File: src/rtl/bf3_pkg.sv
// Shared constants and types for the 3x3 box filter row segment block.
package bf3_pkg;

   // Segment geometry
   localparam int ROW_WIDTH = 64;
   localparam int HDR_LEN   = 4;
   localparam int ROW_LEN   = ROW_WIDTH + 2;
   localparam int COL_W     = $clog2(ROW_LEN);

   // Data widths
   localparam int PIX_W  = 8;
   localparam int CSUM_W = 10;
   localparam int SUM_W  = 12;

   // Largest window sum nine full-scale pixels can give
   localparam int MAX_SUM = 9 * 255;

   // Divide by nine: multiply by ceil(2^16 / 9) and drop 16 bits.
   // Exact for every sum below 2^SUM_W.
   localparam int DIV_SHIFT = 16;
   localparam int DIV_MUL   = ((1 << DIV_SHIFT) + 8) / 9;
   localparam int DIV_W     = 13;
   localparam int PROD_W    = SUM_W + DIV_W;

   // Where the next input word falls in the segment
   typedef enum logic [1:0] {
      PH_HDR,
      PH_ROW0,
      PH_ROW1,
      PH_ROW2
   } phase_type;

   // Write port of the column sum memory
   typedef struct packed {
      logic              en;
      logic [COL_W-1:0]  addr;
      logic [CSUM_W-1:0] data;
   } colsum_wr_type;

endpackage

File: src/rtl/bf3_colsum_ram.sv
// Column sum memory: one write port, one registered read port.
module bf3_colsum_ram
   import bf3_pkg::*;
(
   input  logic              clock,
   input  logic              rd_en,
   input  logic [COL_W-1:0]  rd_addr,
   output logic [CSUM_W-1:0] rd_data,
   input  colsum_wr_type     wr
);

   logic [CSUM_W-1:0] mem [ROW_LEN];
   logic [CSUM_W-1:0] rd_data_ff;

   // write port
   always_ff @(posedge clock) begin
      if (wr.en) begin
         mem[wr.addr] <= wr.data;
      end
   end

   // read port, data held while rd_en is low
   always_ff @(posedge clock) begin
      if (rd_en) begin
         rd_data_ff <= mem[rd_addr];
      end
   end

   assign rd_data = rd_data_ff;

endmodule

File: src/rtl/box_filter_3x3_row_segment.sv
// 3x3 box filter over a header plus three rows: top level.
// A result word goes through the stage 1, stage 2 and output registers to the rsp_ port.
// Throughput: one word per cycle while rsp_stall is low; set by the one read-modify-write
// of the column sum memory per word: read at accept, written back when it leaves stage 1.
// Reset: position returns to header byte 0, pipeline emptied, prior column totals zeroed.
// The column sum memory is not cleared; row 0 writes every entry before it is read.
module box_filter_3x3_row_segment
   import bf3_pkg::*;
(
   input  logic             clock,
   input  logic             reset,
   input  logic             req_valid,
   output logic             req_stall,
   input  logic [PIX_W-1:0] req_pixel_in,
   output logic             rsp_valid,
   input  logic             rsp_stall,
   output logic [PIX_W-1:0] rsp_pixel_out,
   output logic             rsp_is_header,
   output logic             rsp_last
);

   localparam logic [COL_W-1:0] HDR_END = COL_W'(HDR_LEN - 1);
   localparam logic [COL_W-1:0] ROW_END = COL_W'(ROW_LEN - 1);
   localparam logic [COL_W-1:0] WIN_COL = COL_W'(2);

   // position in segment
   phase_type        phase_ff, phase_in;
   logic [COL_W-1:0] col_ff, col_in;

   // stage 1: word with its memory read under way
   logic             s1_v_ff;
   phase_type        s1_phase_ff;
   logic [COL_W-1:0] s1_col_ff;
   logic [PIX_W-1:0] s1_pix_ff;
   logic             s1_emit_ff;
   logic             s1_last_ff;

   // stage 2: window sum or header word
   logic             s2_v_ff;
   logic [SUM_W-1:0] s2_sum_ff;
   logic [PIX_W-1:0] s2_pix_ff;
   logic             s2_hdr_ff;
   logic             s2_last_ff;

   // output register
   logic             rsp_valid_ff;
   logic [PIX_W-1:0] rsp_pixel_ff;
   logic             rsp_hdr_ff;
   logic             rsp_last_ff;

   // totals of the two previous columns of row 2
   logic [CSUM_W-1:0] tot_a_ff;
   logic [CSUM_W-1:0] tot_b_ff;

   logic              out_en, s2_en, s1_en, accept;
   logic [CSUM_W-1:0] rd_data;
   logic [CSUM_W-1:0] col_total;
   logic [SUM_W-1:0]  win_sum;
   logic [PROD_W-1:0] prod;
   colsum_wr_type     wr;

   // stage enables, each stage moves when the one after it has room
   assign out_en    = !rsp_valid_ff || !rsp_stall;
   assign s2_en     = !s2_v_ff || out_en;
   assign s1_en     = !s1_v_ff || s2_en;
   assign req_stall = !s1_en;
   assign accept    = req_valid && s1_en;

   // position sequencer
   always_ff @(posedge clock) begin
      if (reset) begin
         phase_ff <= PH_HDR;
         col_ff   <= '0;
      end else begin
         phase_ff <= phase_in;
         col_ff   <= col_in;
      end
   end

   always_comb begin
      phase_in = phase_ff;
      col_in   = col_ff;
      if (accept) begin
         col_in = col_ff + COL_W'(1);
         unique case (phase_ff)
            PH_HDR: begin
               if (col_ff == HDR_END) begin
                  phase_in = PH_ROW0;
                  col_in   = '0;
               end
            end
            PH_ROW0: begin
               if (col_ff == ROW_END) begin
                  phase_in = PH_ROW1;
                  col_in   = '0;
               end
            end
            PH_ROW1: begin
               if (col_ff == ROW_END) begin
                  phase_in = PH_ROW2;
                  col_in   = '0;
               end
            end
            PH_ROW2: begin
               if (col_ff == ROW_END) begin
                  phase_in = PH_HDR;
                  col_in   = '0;
               end
            end
            default: begin
               phase_in = PH_HDR;
               col_in   = '0;
            end
         endcase
      end
   end

   // column sum memory, read at accept
   bf3_colsum_ram u_colsum (
      .clock   (clock),
      .rd_en   (s1_en),
      .rd_addr (col_ff),
      .rd_data (rd_data),
      .wr      (wr)
   );

   // stage 1 register
   always_ff @(posedge clock) begin
      if (reset) begin
         s1_v_ff <= 1'b0;
      end else if (s1_en) begin
         s1_v_ff <= req_valid;
      end
   end

   always_ff @(posedge clock) begin
      if (s1_en) begin
         s1_phase_ff <= phase_ff;
         s1_col_ff   <= col_ff;
         s1_pix_ff   <= req_pixel_in;
         s1_emit_ff  <= (phase_ff == PH_HDR) ||
                        ((phase_ff == PH_ROW2) && (col_ff >= WIN_COL));
         s1_last_ff  <= (phase_ff == PH_ROW2) && (col_ff == ROW_END);
      end
   end

   // read-modify-write of the column sum, window sum for row 2
   assign col_total = rd_data + CSUM_W'(s1_pix_ff);
   assign win_sum   = SUM_W'(col_total) + SUM_W'(tot_a_ff) + SUM_W'(tot_b_ff);

   always_comb begin
      wr.en   = s2_en && s1_v_ff &&
                ((s1_phase_ff == PH_ROW0) || (s1_phase_ff == PH_ROW1));
      wr.addr = s1_col_ff;
      wr.data = (s1_phase_ff == PH_ROW0) ? CSUM_W'(s1_pix_ff) : col_total;
   end

   // previous column totals shift on each row 2 word
   always_ff @(posedge clock) begin
      if (reset) begin
         tot_a_ff <= '0;
         tot_b_ff <= '0;
      end else if (s2_en && s1_v_ff && (s1_phase_ff == PH_ROW2)) begin
         tot_b_ff <= tot_a_ff;
         tot_a_ff <= col_total;
      end
   end

   // stage 2 register
   always_ff @(posedge clock) begin
      if (reset) begin
         s2_v_ff <= 1'b0;
      end else if (s2_en) begin
         s2_v_ff <= s1_v_ff && s1_emit_ff;
      end
   end

   always_ff @(posedge clock) begin
      if (s2_en) begin
         s2_sum_ff  <= win_sum;
         s2_pix_ff  <= s1_pix_ff;
         s2_hdr_ff  <= (s1_phase_ff == PH_HDR);
         s2_last_ff <= s1_last_ff;
      end
   end

   // divide by nine through the reciprocal
   assign prod = PROD_W'(s2_sum_ff) * PROD_W'(DIV_MUL);

   // output register
   always_ff @(posedge clock) begin
      if (reset) begin
         rsp_valid_ff <= 1'b0;
      end else if (out_en) begin
         rsp_valid_ff <= s2_v_ff;
      end
   end

   always_ff @(posedge clock) begin
      if (out_en) begin
         rsp_pixel_ff <= s2_hdr_ff ? s2_pix_ff : prod[DIV_SHIFT +: PIX_W];
         rsp_hdr_ff   <= s2_hdr_ff;
         rsp_last_ff  <= s2_last_ff;
      end
   end

   assign rsp_valid     = rsp_valid_ff;
   assign rsp_pixel_out = rsp_pixel_ff;
   assign rsp_is_header = rsp_hdr_ff;
   assign rsp_last      = rsp_last_ff;

   // checks
   a_hdr_count: assert property (@(posedge clock) disable iff (reset)
      (phase_ff == PH_HDR) |-> (col_ff <= HDR_END))
      else $error("header position past end of header");

   a_seg_wrap: assert property (@(posedge clock) disable iff (reset)
      (accept && (phase_ff == PH_ROW2) && (col_ff == ROW_END))
      |=> ((phase_ff == PH_HDR) && (col_ff == '0)))
      else $error("segment did not wrap to header byte 0");

   a_sum_range: assert property (@(posedge clock) disable iff (reset)
      (s2_v_ff && !s2_hdr_ff) |-> (s2_sum_ff <= SUM_W'(MAX_SUM)))
      else $error("window sum out of range");

   a_last_pixel: assert property (@(posedge clock) disable iff (reset)
      (rsp_valid_ff && rsp_last_ff) |-> !rsp_hdr_ff)
      else $error("last flag on a header word");

endmodule
File: config.mk
export PLATFORM = sky130hd
export DESIGN_NAME = box_filter_3x3_row_segment
export DESIGN_NICKNAME = d
export VERILOG_FILES = /design/src/rtl/bf3_pkg.sv /design/src/rtl/bf3_colsum_ram.sv /design/src/rtl/box_filter_3x3_row_segment.sv
export SDC_FILE = /design/constraint.sdc
export NUM_CORES = 1
export LEC_CHECK = 0
export BUFFER_PORTS_ARGS = -buffer_cell sky130_fd_sc_hd__buf_4
export CORE_ASPECT_RATIO = 0.8
export CORE_MARGIN = 1
export CORE_UTILIZATION = 50
export DETAILED_ROUTE_END_ITERATION = 10
export PLACE_DENSITY = 0.66
export SLEW_MARGIN = 20
export SYNTH_ARGS = -nofsm -noshare
export SYNTH_HDL_FRONTEND = slang
export SYNTH_HIERARCHICAL = 1
export SYNTH_SLANG_ARGS = --single-unit
File: constraint.sdc
create_clock -name clock -period 9.6 [get_ports clock]
set_input_delay 0.48 -clock clock [delete_from_list [all_inputs] [get_ports clock]]
set_output_delay 0.48 -clock clock [all_outputs]
set_load 0.01 [all_outputs]
# Word level (Yosys, flattened, before mapping)
# Memories as Yosys holds them, arrays and structs flattened. A register that Yosys moved wholly into a read port is not among the register bits.
# Cells that the tools add are included.
# word_totals
reg_bits,83
mem_bits_rw,660
inputBits,12
output_inout_bits,12
wordCells,71
mem_count,1
# op_classes
add_sub_neg,4
multipliers,1
n_lt_le_gt_ge,1
n_eq_ne,12
muxes,12
n_reduce_logical,21
# mem_list
name,words,width,read_ports,rd_clocked_by_memory_dff,wr,line_no,source
u_colsum.mem,66,10,1,1,1,bf3_colsum_ram.sv:12,logic [CSUM_W-1:0] mem [ROW_LEN];
# ops
operator,count
12-bit by 12-bit multiplier with 23-bit output (second input constant),1
7-bit two-way mux,2
7-bit one-hot mux with 2 select lines,1
11-bit by 10-bit adder with 12-bit output,1
10-bit by 10-bit adder with 11-bit output,1
10-bit by 8-bit adder with 10-bit output,1
10-bit two-way mux,1
2-bit equality test (second input constant),4
2-bit two-way mux,4
8-bit two-way mux,1
2-bit != test (second input constant),4
2-bit one-hot mux with 4 select lines,1
7-bit by 1-bit adder with 7-bit output (second input constant),1
7-bit by 2-bit equality test with 1-bit output (second input constant),1
7-bit equality test (second input constant),1
7-bit by 2-bit greater-or-equal comparator with 1-bit output (second input constant),1
1-bit logical AND,7
1-bit logical NOT,5
1-bit logical OR,5
5-bit AND reduction,1
2-bit by 1-bit equality test with 1-bit output (second input constant),2
2-bit logical NOT,2
3-bit OR reduction,1
1-bit two-way mux,2

# Depth between registers and ports, before layout
# depth
depth_word,7
ltp_mapped,18
depth_no_buf,18

# Modules after synthesis
# The synthesis kept the hierarchy.
# modules_own_cells
mod,n_inst,cells_each,area_per_inst_um2
bf3_colsum_ram,1,1146,25821.0
box_filter_3x3_row_segment,1,598,6162.2

# Least setup slack after synthesis
# Ideal clock, no wire load.
# synth_timing
path_kind,register to register
startpoint,register s1_pix_ff[0]
endpoint,memory u_colsum.mem[0][6] (data pin)
setup_time_ns,0.717
arrival_ns,4.183
required_time_ns,8.883
path_slack_ns,4.700
path_stages_with_launch,7
path_cell_list,edfxtp_1 > ha_1 > fa_1 > a21oi_1 > o2111ai_1 > xnor2_1 > o21ai_0
# synth_lines
item,line_no,source
start: declaration,box_filter_3x3_row_segment.sv:34,logic [PIX_W-1:0] s1_pix_ff;
start signal: assignment,box_filter_3x3_row_segment.sv:140,s1_pix_ff <= req_pixel_in;
end: declaration,bf3_colsum_ram.sv:12,

# Worst setup path after layout
# layout_timing
startpoint,register s2_sum_ff[7]
endpoint,"register rsp_pixel_ff[5], in the netlist rsp_pixel_out[5] (data pin)"
# layout_via
elab_chain_len,2
# layout_lines
item,line_no,source
start: declaration,box_filter_3x3_row_segment.sv:40,logic [SUM_W-1:0] s2_sum_ff;
start signal: assignment,box_filter_3x3_row_segment.sv:180,s2_sum_ff <= win_sum;
12-bit by 12-bit multiplier with 23-bit output,box_filter_3x3_row_segment.sv:188,assign prod = PROD_W'(s2_sum_ff) * PROD_W'(DIV_MUL);
8-bit two-way mux,box_filter_3x3_row_segment.sv:201,rsp_pixel_ff <= s2_hdr_ff ? s2_pix_ff : prod[DIV_SHIFT +: PIX_W];
end signal: assignment,box_filter_3x3_row_segment.sv:201,
end: declaration,box_filter_3x3_row_segment.sv:47,logic [PIX_W-1:0] rsp_pixel_ff;
# Every way passes these cells.
# A chain may end at the register's enable or synchronous reset.

==> qor.txt <==
Vias per Instance = 5.96
min-delay src = req_pixel_in[3]
clk sinks = 753
Rows = 82
Clock Power Share = 26.8%
sequential area share after synthesis = 69.7%
later-pin clock latency in the skew report = 0.62 ns
CP startpoint kind = flip-flop
# resized after CTS = 0
critical path peak fanout = 5
Die Y = 228 µm
CTS tree = done
initial antenna violation count = 3
# setup viols final = 0
Reg clk slew, reported paths = 0.06 ns
clk root buf = clkbuf_16
number of synthesized flops with an enable pin = 721
kind of critical path = reg -> reg
Max Fclk = 211 MHz
post-synthesis net count = 1,891
via count = 16.1k
Die ar. = 65,000 µm²
WP data arrival = 5.21 ns
P per Cell Area = 289 nW/µm²
total grt overflow = 0
Reg power frac = 38.9%
CTS buffer count = 73
routed length per instance = 25.5 µm
cells after synthesis = 1,744
syn_area_per_cell = 18.3 µm²
outcome = finished clean
RSZ-0062 raised after global routing = no
max-cap violation count = 0
YS warnings = 6
Cell Chain, Critical Path = inv_1, fa_1, inv_1, ha_1, inv_1, fa_1, inv_1, fa_1, inv_1, fa_1, inv_1, ha_1, a211oi_2, nand2_2, o21ai_2, o221ai_2, or4b_1, nand3_1
Slew Limit Fails = 0
total net switching power = 0.00334 W
Crit. End Element = flip-flop
cell repeated most along the worst path = inv_1
crit path max-delay cell type = fa_1
Largest stage delay, worst path = 0.55 ns
num ports = 24
IO Port Bufs = 23
die width = 285 µm
GP Congestion = 0.863
Post-DP HPWL = 42.3 mm
core area = 62,900 µm²
endpoints failing hold = 0
Max clock buf depth = 3
Final Util = 56.4%
Hold EP = s1_pix_ff[3]$_DFFE_PN_
Reg2Reg Setup Slack = 4.87 ns
TNS Setup = 0 ns
first-pass GRT wire length = 103 mm
vias in the first global route = 15.9k
Ant. Diodes = 0
fin crit period = 4.73 ns
combinational group share of total power = 34.4%
Nets = 1,949
post-synthesis register bit count = 753
slew margin rel. = 21.7%
antenna-violating nets left = 0
Leak Pwr = 11.7 nW
Critical Path Start = s2_sum_ff[7]$_DFFE_PP_
Least-Margin Pin Slew = 1.17 ns
predominant post-synthesis flop cell = edfxtp_1
Hold-fix buffers, CTS = 0
Reg2Reg Depth = 18
largest net degree at the start of global routing = 95
WP data required = 10.08 ns
Peak VDD IR = 0.519 mV
# DRC = 0
Clock Skew = 0.0210 ns
hold depth = 1
Period Utilization, post-route = 49.3%
area delta synth->final = 10.9%
layout cell share with drive strength beyond 1 = 20.2%
Distinct cells, synth = 60
total setup buffers inserted after CTS = 0
post-synthesis instance area = 32,000 µm²
maximum level of the CTS H-tree = 3
WL final = 69.0 mm
Hold WC Path Type = in -> reg
Reg-to-Reg Start = s2_sum_ff[7]$_DFFE_PP_
Pre-Repair DR Iteration Count = 5
global-route usage over all layers = 21.5%
DRT iter0 DRCs = 1,611
Async SR Flop Fraction = 0%
Worst R2R End = rsp_pixel_out[5]$_DFFE_PP_
Internal = 0.00690 W
initial core utilization = 50.9%
Switching Share = 32.6%
registers in the layout, indices dropped and copies added (netlist names), 2 cells and up:
register	flops
u_colsum/mem	660
s2_sum_ff	12
tot_a_ff	10
tot_b_ff	10
u_colsum/rd_data	10
rsp_pixel_out	8
s1_pix_ff	8
s2_pix_ff	8
col_ff	7
s1_col_ff	7
phase_ff	2
s1_phase_ff	2
worst max-delay path by stage:
stage                              endpoint  slack [ns]  cells past startpoint
2_1_floorplan  u_colsum/mem[0][6]$_DFFE_PP_        4.70                      6
3_5_place_dp     rsp_pixel_out[5]$_DFFE_PP_        4.86                     18
6_report         rsp_pixel_out[5]$_DFFE_PP_        4.87                     18
3_3_place_gp     rsp_pixel_out[5]$_DFFE_PP_        4.96                     18
4_1_cts          rsp_pixel_out[5]$_DFFE_PP_        4.84                     18
5_1_grt          rsp_pixel_out[5]$_DFFE_PP_        4.62                     18
critical path: cells and delay by family (launching register included):
| kind | cells | cell delay [ns] |
|---|---|---|
| adder cells (fa/ha/maj) | 6 | 2.51 |
| buffers and inverters | 6 | 0.38 |
| flip-flops | 1 | 0.43 |
| AND/OR/NAND/NOR | 3 | 0.66 |
| AO/OA/AOI/OAI | 3 | 0.64 |
cell type report:
cell class	instances	area (µm²)
well taps	840	1050
repair buffers	51	399
clock buffers	88	1930
inverters	98	368
clock inverters	47	358
multi-input cells	825	9070
flip-flops and latches	753	22300
fillers	4712	27400
power by group through the flow:
| stage | Clock, W | Combinational [W] | Sequential, W |
|---|---|---|---|
| 3_3_place_gp | 0 | 0.00345 | 0.00405 |
| 5_1_grt | 0.00292 | 0.00393 | 0.00399 |
| 3_5_place_dp | 0 | 0.00353 | 0.00405 |
| 2_1_floorplan | 0 | 0.00255 | 0.00405 |
| 6_report | 0.00274 | 0.00352 | 0.00398 |
| 4_1_cts | 0.00280 | 0.00356 | 0.00398 |
layer usage:
layer	part of all wire, %	global-route usage, %	wire length, µm	vias to the layer above
met5	0.016	0	11	-
met3	7.7	4.95	5300	98
met2	45	31.1	31000	579
li1	-	-	-	7004
met4	2.3	5.53	1570	2
met1	45	33.0	31200	8416
cell usage in the layout, fill, tap and decap left out, drive strengths merged, types with 16 or more instances in the layout:
cell    Yosys  layout
a21oi      41      41
a22oi      16      16
buf        34      51
clkbuf     34      88
clkinv      0      38
dfxtp      32      32
edfxtp    721     721
fa         41      41
ha         94      94
inv        98     102
mux2       17      17
mux2i      23      23
mux4      176     176
nand2      91      91
nand3      36      36
nor2      102     102
o21ai      25      25
xnor2      25      25
per-stage QoR:
stage               hold WS, ns  setup slack, ns  area [µm²]  power, W  std cells
floorplan                 0.400             4.70       32000   0.00660       1744
global placement          0.404             4.96       33100   0.00749       2566
detailed placement        0.410             4.86       33200   0.00758       2567
CTS                      0.0153             4.84       35400    0.0103       2702
global route             0.0160             4.62       35500    0.0108       2702
finish                   0.0455             4.87       35500    0.0102       2702
synthesized netlist by cell type (2+ instances only):
library cell | count | area share, %
dfxtp_1 | 32 | 2.0
o22ai_1 | 4 | 0.078
xor2_1 | 6 | 0.16
a21boi_0 | 2 | 0.047
a221oi_1 | 4 | 0.11
and2_1 | 4 | 0.078
buf_4 | 11 | 0.26
nor3b_1 | 3 | 0.070
or3_1 | 2 | 0.039
a21oi_1 | 40 | 0.63
nand4_1 | 6 | 0.12
buf_2 | 16 | 0.25
a211oi_1 | 10 | 0.23
nand3_1 | 36 | 0.56
mux2i_1 | 23 | 0.72
nand3b_1 | 4 | 0.094
buf_6 | 4 | 0.14
clkbuf_1 | 34 | 0.40
and3_1 | 3 | 0.059
ha_1 | 94 | 3.7
nor2b_1 | 14 | 0.27
mux2_2 | 17 | 0.60
a31oi_1 | 9 | 0.18
buf_1 | 3 | 0.035
edfxtp_1 | 721 | 68
o221ai_1 | 7 | 0.19
o211ai_1 | 10 | 0.23
nor2_1 | 102 | 1.2
nand4b_1 | 3 | 0.082
o21ai_0 | 24 | 0.38
nand2_1 | 90 | 1.1
xnor2_1 | 25 | 0.68
inv_1 | 98 | 1.2
a22oi_1 | 16 | 0.38
or3b_2 | 2 | 0.055
a21o_1 | 9 | 0.21
o21bai_1 | 4 | 0.094
fa_1 | 41 | 2.6
nor4b_1 | 2 | 0.055
mux4_2 | 176 | 12
o2111ai_1 | 2 | 0.055
nor3_1 | 10 | 0.16
nand2b_1 | 4 | 0.078
kinds of logic after synthesis:
group,share of synthesized area [%]
flops,69.7
simple gates,4.09
mux,13.7
buf+inv,2.23
compound gates,3.18
fa+ha+maj,6.24
xor+xnor,0.849
No activity file was read; power rests on OpenSTA's default activity.
